File: config.mk
export PLATFORM = sky130hd
export DESIGN_NAME = modular_exponentiation_unit
export DESIGN_NICKNAME = d
export VERILOG_FILES = /design/src/rtl/modexp_pkg.sv /design/src/rtl/modular_exponentiation_unit.sv
export VERILOG_INCLUDE_DIRS = /design/src /design/src/rtl
export SDC_FILE = /design/constraint.sdc
export NUM_CORES = 1
export LEC_CHECK = 0
export BUFFER_PORTS_ARGS = -buffer_cell sky130_fd_sc_hd__buf_4
export CAP_MARGIN = 10
export CORE_MARGIN = 1.5
export CORE_UTILIZATION = 50
export DETAILED_ROUTE_END_ITERATION = 10
export PLACE_DENSITY_LB_ADDON = 0.25
export SKIP_CTS_REPAIR_TIMING = 1
export SLEW_MARGIN = 30
export SYNTH_ARGS = -nofsm -noshare
export SYNTH_HDL_FRONTEND = slang
export SYNTH_SLANG_ARGS = --single-unit
File: constraint.sdc
create_clock -name clk_i -period 10 [get_ports clk_i]
set_clock_uncertainty 0.15 [all_clocks]
set_input_delay 0 -clock clk_i [delete_from_list [all_inputs] [get_ports clk_i]]
set_output_delay 0 -clock clk_i [all_outputs]
set_load 0.01 [all_outputs]
File: src/rtl/assert_macros.svh
// Assertion helpers shared by the RTL.
`ifndef ASSERT_MACROS_SVH
`define ASSERT_MACROS_SVH

`ifndef SYNTHESIS
// Property must hold at every clock edge outside reset.
`define ASSERT_PROP(lbl, clk, rst_n, prop) \
  lbl: assert property (@(posedge clk) disable iff (!rst_n) (prop)) \
    else $error("%m: assertion failed");
// Expression must never be true outside reset.
`define ASSERT_NEVER(lbl, clk, rst_n, expr) \
  lbl: assert property (@(posedge clk) disable iff (!rst_n) !(expr)) \
    else $error("%m: forbidden condition seen");
`else
`define ASSERT_PROP(lbl, clk, rst_n, prop)
`define ASSERT_NEVER(lbl, clk, rst_n, expr)
`endif

`endif

File: src/rtl/modexp_pkg.sv
`timescale 1ns / 1ps

package modexp_pkg;

  localparam int DATA_W    = 32;  // base and result field width
  localparam int CFG_W     = 32;  // configuration data width
  localparam int CFG_IDX_W = 1;   // configuration register index width

  localparam logic [CFG_IDX_W-1:0] CFG_EXPONENT = 1'b0;
  localparam logic [CFG_IDX_W-1:0] CFG_MODULUS  = 1'b1;

  typedef enum logic [2:0] {
    ST_IDLE,
    ST_REDUCE,
    ST_MUL,
    ST_SQR,
    ST_FINISH
  } state_e;

endpackage

File: src/rtl/modular_exponentiation_unit.sv
`timescale 1ns / 1ps
// Modular exponentiation, right-to-left binary square-and-multiply.
// Channels: s_axis carries one base value per transaction, m_axis returns
// one result per base. cfg (valid/ready, index, data) writes the exponent
// (index 0) and the modulus (index 1); write it only while the unit is idle.
// A modulus whose low OPERAND_WIDTH bits are zero acts as 2^OPERAND_WIDTH.
// One base is worked on at a time. A bit-serial interleaved modular
// multiplier (one doubling and one conditional add, each with a trial
// subtract, per cycle) is shared by the base reduction, the multiply and
// the square steps. A zero exponent goes straight to the finish state.
// A new base is taken only when the unit is back in the idle state, after
// the result of the last base has been moved into the output register.
// Reset clears the state machine and output valid; the exponent returns to
// 0 and the modulus to 1. No clearing pass is needed.
// The result sits in an output register; while the receiver stalls the unit
// still takes the next base and computes it, then holds in the finish state
// until the output register is free.
module modular_exponentiation_unit #(
  parameter int OPERAND_WIDTH = 32
) (
  input  logic                             clk_i,
  input  logic                             rst_ni,
  // configuration write channel
  input  logic                             cfg_valid_i,
  output logic                             cfg_ready_o,
  input  logic [modexp_pkg::CFG_IDX_W-1:0] cfg_index_i,
  input  logic [modexp_pkg::CFG_W-1:0]     cfg_data_i,
  // input stream
  input  logic                             s_axis_tvalid,
  output logic                             s_axis_tready,
  input  logic [modexp_pkg::DATA_W-1:0]    s_axis_tdata,  // [31:0] base_value
  // output stream
  output logic                             m_axis_tvalid,
  input  logic                             m_axis_tready,
  output logic [modexp_pkg::DATA_W-1:0]    m_axis_tdata   // [31:0] power_result
);

  import modexp_pkg::*;

  `include "assert_macros.svh"

  localparam int W     = OPERAND_WIDTH;
  localparam int EW    = W + 2;            // headroom for 2r and r + b
  localparam int CNT_W = $clog2(W);
  localparam logic [CNT_W-1:0] LAST_CNT = CNT_W'(W - 1);
  localparam logic [W-1:0]     ONE      = W'(1);

  // Configuration registers
  logic [CFG_W-1:0] exp_q, mod_q;

  // Control
  state_e           state_q, state_d;
  logic [CNT_W-1:0] cnt_q, cnt_d;
  logic             m_valid_q, m_valid_d;

  // Datapath
  logic [W-1:0]      a_q, a_d;      // serial multiplier operand, MSB first
  logic [W-1:0]      r_q, r_d;      // partial residue
  logic [W-1:0]      x_q, x_d;      // running power of the base
  logic [W-1:0]      acc_q, acc_d;  // running product
  logic [W-1:0]      e_q, e_d;      // exponent, shifted right per bit
  logic [DATA_W-1:0] m_data_q, m_data_d;

  logic [W:0]    modx;
  logic [EW-1:0] mod_e, dbl, t1, t2, t3;
  logic [W-1:0]  addend, step;
  logic          last;

  assign cfg_ready_o   = 1'b1;
  assign s_axis_tready = (state_q == ST_IDLE);
  assign m_axis_tvalid = m_valid_q;
  assign m_axis_tdata  = m_data_q;

  // zero modulus means 2^W
  assign modx = (mod_q[W-1:0] == '0) ? {1'b1, {W{1'b0}}} : {1'b0, mod_q[W-1:0]};

  // One step of the interleaved multiplier: r = 2r + bit*addend (mod m).
  // Both intermediate values stay below 2m, so one trial subtract each.
  assign addend = (state_q == ST_REDUCE) ? ONE : x_q;
  assign mod_e  = {1'b0, modx};
  assign dbl    = {1'b0, r_q, 1'b0};
  assign t1     = (dbl >= mod_e) ? dbl - mod_e : dbl;
  assign t2     = t1 + (a_q[W-1] ? {2'b00, addend} : '0);
  assign t3     = (t2 >= mod_e) ? t2 - mod_e : t2;
  assign step   = t3[W-1:0];
  assign last   = (cnt_q == LAST_CNT);

  always_ff @(posedge clk_i or negedge rst_ni) begin
    if (!rst_ni) begin
      exp_q <= '0;
      mod_q <= CFG_W'(1);
    end else if (cfg_valid_i && cfg_ready_o) begin
      case (cfg_index_i)
        CFG_EXPONENT: exp_q <= cfg_data_i;
        CFG_MODULUS:  mod_q <= cfg_data_i;
        default: ;
      endcase
    end
  end

  always_ff @(posedge clk_i or negedge rst_ni) begin
    if (!rst_ni) begin
      state_q   <= ST_IDLE;
      cnt_q     <= '0;
      m_valid_q <= 1'b0;
    end else begin
      state_q   <= state_d;
      cnt_q     <= cnt_d;
      m_valid_q <= m_valid_d;
    end
  end

  always_ff @(posedge clk_i) begin
    a_q      <= a_d;
    r_q      <= r_d;
    x_q      <= x_d;
    acc_q    <= acc_d;
    e_q      <= e_d;
    m_data_q <= m_data_d;
  end

  always_comb begin
    state_d   = state_q;
    cnt_d     = cnt_q;
    m_valid_d = m_valid_q;
    a_d       = a_q;
    r_d       = r_q;
    x_d       = x_q;
    acc_d     = acc_q;
    e_d       = e_q;
    m_data_d  = m_data_q;

    if (m_valid_q && m_axis_tready) begin
      m_valid_d = 1'b0;
    end

    case (state_q)
      ST_IDLE: begin
        if (s_axis_tvalid) begin
          a_d   = s_axis_tdata[W-1:0];
          e_d   = exp_q[W-1:0];
          r_d   = '0;
          cnt_d = '0;
          if (exp_q[W-1:0] == '0) begin
            acc_d   = ONE;
            state_d = ST_FINISH;
          end else begin
            state_d = ST_REDUCE;
          end
        end
      end

      ST_REDUCE, ST_MUL, ST_SQR: begin
        r_d   = step;
        a_d   = a_q << 1;
        cnt_d = cnt_q + CNT_W'(1);
        if (last) begin
          r_d   = '0;
          cnt_d = '0;
          case (state_q)
            ST_REDUCE: begin
              // base mod m is ready, product starts at 1
              x_d   = step;
              acc_d = ONE;
              if (e_q[0]) begin
                a_d     = ONE;
                state_d = ST_MUL;
              end else begin
                a_d     = step;
                state_d = ST_SQR;
              end
            end
            ST_MUL: begin
              acc_d = step;
              if (e_q[W-1:1] == '0) begin
                state_d = ST_FINISH;  // no set bits left, skip the square
              end else begin
                a_d     = x_q;
                state_d = ST_SQR;
              end
            end
            default: begin
              // square done, move to next exponent bit
              x_d = step;
              e_d = e_q >> 1;
              if (e_q[1]) begin
                a_d     = acc_q;
                state_d = ST_MUL;
              end else begin
                a_d     = step;
                state_d = ST_SQR;
              end
            end
          endcase
        end
      end

      ST_FINISH: begin
        if (!m_valid_q || m_axis_tready) begin
          m_valid_d = 1'b1;
          m_data_d  = DATA_W'(acc_q);
          state_d   = ST_IDLE;
        end
      end

      default: begin
        state_d = ST_IDLE;
      end
    endcase
  end

  // Residue stays reduced while the multiplier runs
  `ASSERT_PROP(a_res_bound, clk_i, rst_ni,
    (state_q == ST_REDUCE || state_q == ST_MUL || state_q == ST_SQR) |-> ({1'b0, r_q} < modx))
  // Power of the base stays reduced during multiply and square
  `ASSERT_PROP(a_pow_bound, clk_i, rst_ni,
    (state_q == ST_MUL || state_q == ST_SQR) |-> ({1'b0, x_q} < modx))
  // Exponent loop only runs with set bits remaining
  `ASSERT_NEVER(a_exp_live, clk_i, rst_ni,
    (state_q == ST_MUL || state_q == ST_SQR) && (e_q == '0))
  // A fresh result appears only out of the finish state
  `ASSERT_PROP(a_out_src, clk_i, rst_ni,
    $rose(m_valid_q) |-> $past(state_q == ST_FINISH))

endmodule
# --- Word-level counts from Yosys, hierarchy flattened ---
# Index checks and enable logic that the tools add are counted.
word_totals:
  register_bits: 265
  in_bits: 70
  out_inout_bits: 35
  elab_cells: 87
op_classes:
  add_sub_neg: 4
  magnitude_cmp: 2
  n_eq_ne: 11
  n_mux: 39
  bitwise: 2
  n_reduce_logical: 18
ops:
  columns: ["operator", "n"]
  rows:
  - ["32-bit two-way mux", 16]
  - ["32-bit one-hot mux with 2 select lines", 6]
  - ["32-bit zero test", 2]
  - ["34-bit by 32-bit adder with 34-bit output", 1]
  - ["34-bit by 33-bit >= comparator with 1-bit output", 1]
  - ["34-bit two-way mux", 1]
  - ["33-bit by 33-bit subtractor with 34-bit output", 1]
  - ["33-bit >= comparator", 1]
  - ["33-bit two-way mux", 1]
  - ["32-bit subtractor", 1]
  - ["31-bit zero test", 1]
  - ["3-bit two-way mux", 5]
  - ["5-bit two-way mux", 2]
  - ["5-bit one-hot mux with 2 select lines", 1]
  - ["3-bit one-hot mux with 3 select lines", 1]
  - ["2-bit inequality test, second input constant", 4]
  - ["2-bit AND reduction", 4]
  - ["3-bit by 2-bit == test with 1-bit output, second input constant", 2]
  - ["3-bit one-hot mux with 2 select lines", 1]
  - ["3-bit AND reduction", 2]
  - ["5-bit by 1-bit adder with 5-bit output, second input constant", 1]
  - ["5-bit == test, second input constant", 1]
  - ["1-bit two-way mux", 5]
  - ["5-bit AND reduction", 1]
  - ["other kinds (13)", 14]

# --- Longest topological paths before layout ---
logic_depth:
  ltp_word: 11
  mapped_depth: 37
  ltp_nobuf: 33

# --- Least setup slack after synthesis ---
# OpenSTA, ideal clock, no wires.
synth_path:
  path_type: "register -> register"
  start: "register mod_q[0]"
  end: "register a_q[31], data pin"
  setup_ps: 267
  arrival_ps: 7188
  required_time_ps: 9583
  path_slack_ps: 2395
  stages_incl_launch_ff: 33
  path_buffers: 3
  period_less_slack_ps: 7605
  cell_sequence: "dfstp_2 > inv_1 > fa_1 > a211oi_1 > o211ai_1 > nand3b_1 > a31oi_1 > o21ai_0 > o2bb2ai_1 > clkbuf_1 > clkbuf_1 > mux2_2 > ha_1 > o21a_1 > o31a_1 > or4_1 > a31o_2 > a21o_1 > a21o_1 > nand4_1 > o311ai_1 > ha_1 > clkbuf_1 > nand4_1 > nor2_1 > o211a_1 > nor4_1 > o31ai_1 > o22ai_1 > o21ai_0 > xor2_1 > mux2i_1 > o22ai_1"
synth_between:
  elab_chain_cells: 11
  word_cells_on_any_way: 14
  cone_classes: "3 x add/sub; 2 x order compare; 8 x mux; 1 x reduce/logical"
synth_lines:
  columns: ["item", "line", "source"]
  rows:
  - ["start: declaration", "modular_exponentiation_unit.sv:49", "logic [CFG_W-1:0] exp_q, mod_q;"]
  - ["start signal: assignment", "modular_exponentiation_unit.sv:95", "CFG_MODULUS: mod_q <= cfg_data_i;"]
  - ["32-bit zero test", "modular_exponentiation_unit.sv:75", "assign modx = (mod_q[W-1:0] == '0) ? {1'b1, {W{1'b0}}} : {1'b0, mod_q[W-1:0]};"]
  - ["33-bit two-way mux *", "modular_exponentiation_unit.sv:75", null]
  - ["33-bit by 33-bit subtractor with 34-bit output / 33-bit >= comparator (equally long branches)", "modular_exponentiation_unit.sv:82", "assign t1 = (dbl >= mod_e) ? dbl - mod_e : dbl;"]
  - ["34-bit two-way mux", "modular_exponentiation_unit.sv:82", null]
  - ["34-bit by 32-bit adder with 34-bit output", "modular_exponentiation_unit.sv:83", "assign t2 = t1 + (a_q[W-1] ? {2'b00, addend} : '0);"]
  - ["32-bit subtractor / 34-bit by 33-bit >= comparator with 1-bit output (equally long branches)", "modular_exponentiation_unit.sv:84", "assign t3 = (t2 >= mod_e) ? t2 - mod_e : t2;"]
  - ["32-bit two-way mux *", "modular_exponentiation_unit.sv:84", null]
  - ["32-bit two-way mux (on tied branches)", "modular_exponentiation_unit.sv:186, modular_exponentiation_unit.sv:165", null]
  - ["32-bit one-hot mux with 2 select lines *", "modular_exponentiation_unit.sv:160", "case (state_q)"]
  - ["32-bit two-way mux *", "modular_exponentiation_unit.sv:157", "if (last) begin"]
  - ["32-bit one-hot mux with 2 select lines *", "modular_exponentiation_unit.sv:137", "case (state_q)"]
  - ["net a_d[31]", "modular_exponentiation_unit.sv:57", "logic [W-1:0] a_q, a_d;"]
  - ["end signal: assignment", "modular_exponentiation_unit.sv:114", "a_q <= a_d;"]
  - ["end: declaration", "modular_exponentiation_unit.sv:57", null]
# The timed path passes the listed nets; every way through them passes the cells marked *.
# A chain may end at the register's enable or synchronous reset.

# --- Worst setup path after layout ---
layout_path:
  start: "register mod_q[0]"
  end: "register a_q[2], data pin"
# Same word-level chain as after synthesis.

==> impl_metrics.py <==
metrics = {
    "clocking": {
        "clk_pin_slew_ns": 0.06,
        "cts_htree_levels": 1,
        "cts_buffer_depth": 3,
        "clkSinkCount": 265,
        "numCtsBuffers": 28,
        "cts_tree": "built",
        "clkLatencyLatePin_ns": 0.56,
        "root_buffer": "clkbuf_16",
    },
    "finish": {
        "diodes": 0,
        "final_area_um2": 20300,
        "drive_above_1_share_pct": 13.3,
        "nets": 2138,
        "nFillCells": 2985,
        "area_growth_pct": 16.3,
    },
    "grt": {
        "grt_pass1_wl_um": 78000,
        "antenna_found_initial": 0,
        "grt_overflow": 0,
        "grtUsageMet2_pct": 42.2,
        "grt.busiest_layer": "met1",
        "grt_usage_pct": 27.9,
        "grt_max_degree": 74,
        "grt_util_met3_pct": 3.06,
        "use_met1_pct": 43.0,
        "grt_pass1_vias": 13600,
    },
    "setup_path": {
        "worst-path-max-fanout": 43,
        "cp_slowest_cell": "dfstp_2",
        "crit_path_start_kind": "register",
        "cp_slowest_stage_delay_ns": 0.57,
        "arrival_ns": 9.48,
        "cp-end-kind": "register",
        "crit_required_ns": 10.14,
        "path_class": "reg2reg",
        "cpMostUsedCell": "o21ai_0",
    },
    "yosys": {
        "netlist_area_um2": 17400,
        "ys.flop_type": "edfxtp_1",
        "ys_top_cells_by_area": "edfxtp_1 (33%), dfrtp_1 (10%), ha_1 (7.2%)",
        "synth_async_sr_flop_share_pct": 27.5,
        "synthCells": 1826,
        "synth_top_area_share_pct": 33.1,
        "yosysWarnings": 0,
        "ys_seq_area_share_pct": 43.6,
        "synth_edf_count": 192,
        "synthTopCellsByCount": "nand2_1 (230), edfxtp_1 (192), nor2_1 (146), o21ai_0 (128), inv_1 (107)",
        "syn_area_per_cell_um2": 9.54,
        "ys_types": 74,
        "ys_ff_latch": 265,
        "syn_nets": 1999,
        "synth_top_area_cell": "edfxtp_1",
        "synthMostInstantiatedCell": "nand2_1",
    },
    "sta": {
        "drv_slew": 0,
        "final-hold-violation-count": 30,
        "period_share_pct": 93.4,
        "worst_pin_slew_ns": 0.827,
        "finalSetupTns_ns": 0,
        "whs_ns": -0.0209,
        "maxSlewHeadroom_pct": 44.9,
        "setup_violations": 0,
        "setup_slack_ns": 0.657,
        "clock.fmax_ghz": 0.107,
        "rsz0062_at_grt": "false",
        "fin_crit_ns": 9.34,
    },
    "die": {
        "ios": 105,
        "start_util_pct": 50.5,
        "coreArea_um2": 34500,
        "die_area_um2": 36000,
        "rows": 68,
        "die_w_um": 190,
        "die_h_um": 190,
    },
    "drt": {
        "wl_um": 51600,
        "num_vias": 14800,
        "wire_per_inst_um": 21.1,
        "avgViaCountPerCell": 6.04,
        "drc": 0,
        "ant_nets": 0,
        "firstDrtPassIters": 6,
        "drt_iter0_drc": 1371,
    },
    "placement": {
        "placed_area_um2": 18600,
        "pre_cts_ws_ns": 0.816,
        "place_congestion": 0.938,
        "dp_hpwl_um": 38600,
        "port_buffers": 103,
    },
    "power_and_ir_drop": {
        "power_density_nw_per_um2": 128,
        "power_uw": 2590,
        "leakagePower_uw": 0.00876,
        "peakVddDrop_mv": 0.148,
    },
    "run_status": {
        "status": "complete, but fails checks",
        "failed_checks": "negative hold slack",
    },
    "min_path": {
        "hp-class": "in2reg",
    },
    "job": {
        "drv_cap": 0,
    },
}
[state kept, by name, summed over array words and instances, names as in the netlist]
| name | flops |
|---|---|
| acc_q | 32 |
| x_q | 32 |
| m_axis_tdata | 32 |
| e_q | 32 |
| cnt_q | 5 |
| mod_q | 32 |
| exp_q | 32 |
| a_q | 32 |
| state_q | 3 |
| m_axis_tvalid | 1 |
| r_q | 32 |
[report_power, final]
part           switching, uW  internal (uW)  total (uW)  leakage, uW
clock                    449            581        1030     0.000427
sequential              33.2           1210        1240      0.00270
combinational            175            147         321      0.00563
total                    657           1930        2590      0.00876
[per-layer routing]
layer | vias to the layer above | share of wire (%)
li1 | 6967 | -
met1 | 7076 | 47
met2 | 652 | 43
met3 | 61 | 7.7
met4 | 0 | 2.0
met5 | - | 0
[cells by family after synthesis]
group,count (synthesis),share of synthesized area [%]
and+or+nand+nor,584,15.3
AOI/OAI and AO/OA,480,17.8
DFF,265,43.6
buffers and inverters,195,4.36
muxes,117,7.30
adders and majority gates,103,7.53
xor gates and xnor gates,81,4.07
other,1,0.0215
[metrics by stage]
stage               cells  utilization [%]  hold slack, ns
floorplan            1826                -          -0.446
global placement     2317             54.0          0.0416
detailed placement   2317             54.0          0.0496
CTS                  2369             56.6          -0.542
global route         2442             58.8          0.0121
finish               2442             58.8         -0.0209
[worst max-delay path, delay by kind of cell (launching register included)]
| family | cells | cell delay [ns] |
|---|---|---|
| mux | 1 | 0.56 |
| buf+inv | 3 | 1.04 |
| xor+xnor | 1 | 0.21 |
| fa+ha+maj | 3 | 1.18 |
| compound gates | 19 | 4.44 |
| simple gates | 4 | 0.90 |
| flops | 1 | 0.57 |
[layout make-up]
class,instances,area (um^2),share of cell area (%)
sequential,265,7590,37.5
multi-input combinational,1366,9120,45.0
clock buffer,36,752,3.71
timing repair buffer,196,1690,8.35
tap,455,569,2.81
clock inverter,16,130,0.642
inverter,108,405,2.00
[cell usage in the layout (no fill, tap or decap), types with 20 or more instances in the layout]
cell type	synthesis	layout
a21o_1	41	41
a21oi_1	106	104
a221oi_1	21	21
and2_1	36	36
buf_4	3	122
clkbuf_16	0	29
dfrtp_1	72	72
dlygate4sd3_1	0	71
edfxtp_1	192	192
ha_1	100	99
inv_1	107	106
mux2_2	80	80
mux2i_1	37	37
nand2_1	230	230
nand3_1	28	28
nand4_1	20	20
nor2_1	146	144
nor3_1	24	24
nor4_1	28	28
o21a_1	21	21
o21ai_0	128	128
xnor2_1	51	51
xor2_1	30	30
[path summary, 6_finish.rpt]
path	endpoint	slack, ns	cells past startpoint	from
worst max-delay path	a_q[2]$_DFFE_PP_	0.66	31	mod_q[0]$_DFFE_PN1P_
worst min-delay path	mod_q[4]$_DFFE_PN0P_	-0.02	4	cfg_valid_i
worst max register to register	a_q[2]$_DFFE_PP_	0.66	31	mod_q[0]$_DFFE_PN1P_
worst min register to register	m_axis_tdata[8]$_DFFE_PP_	0.30	0	acc_q[8]$_SDFFCE_PN0P_
max in group asynchronous	mod_q[23]$_DFFE_PN0P_	8.98	4	rst_ni
min in group asynchronous	mod_q[0]$_DFFE_PN1P_	0.34	3	rst_ni
(Power assumes the default switching activity.)
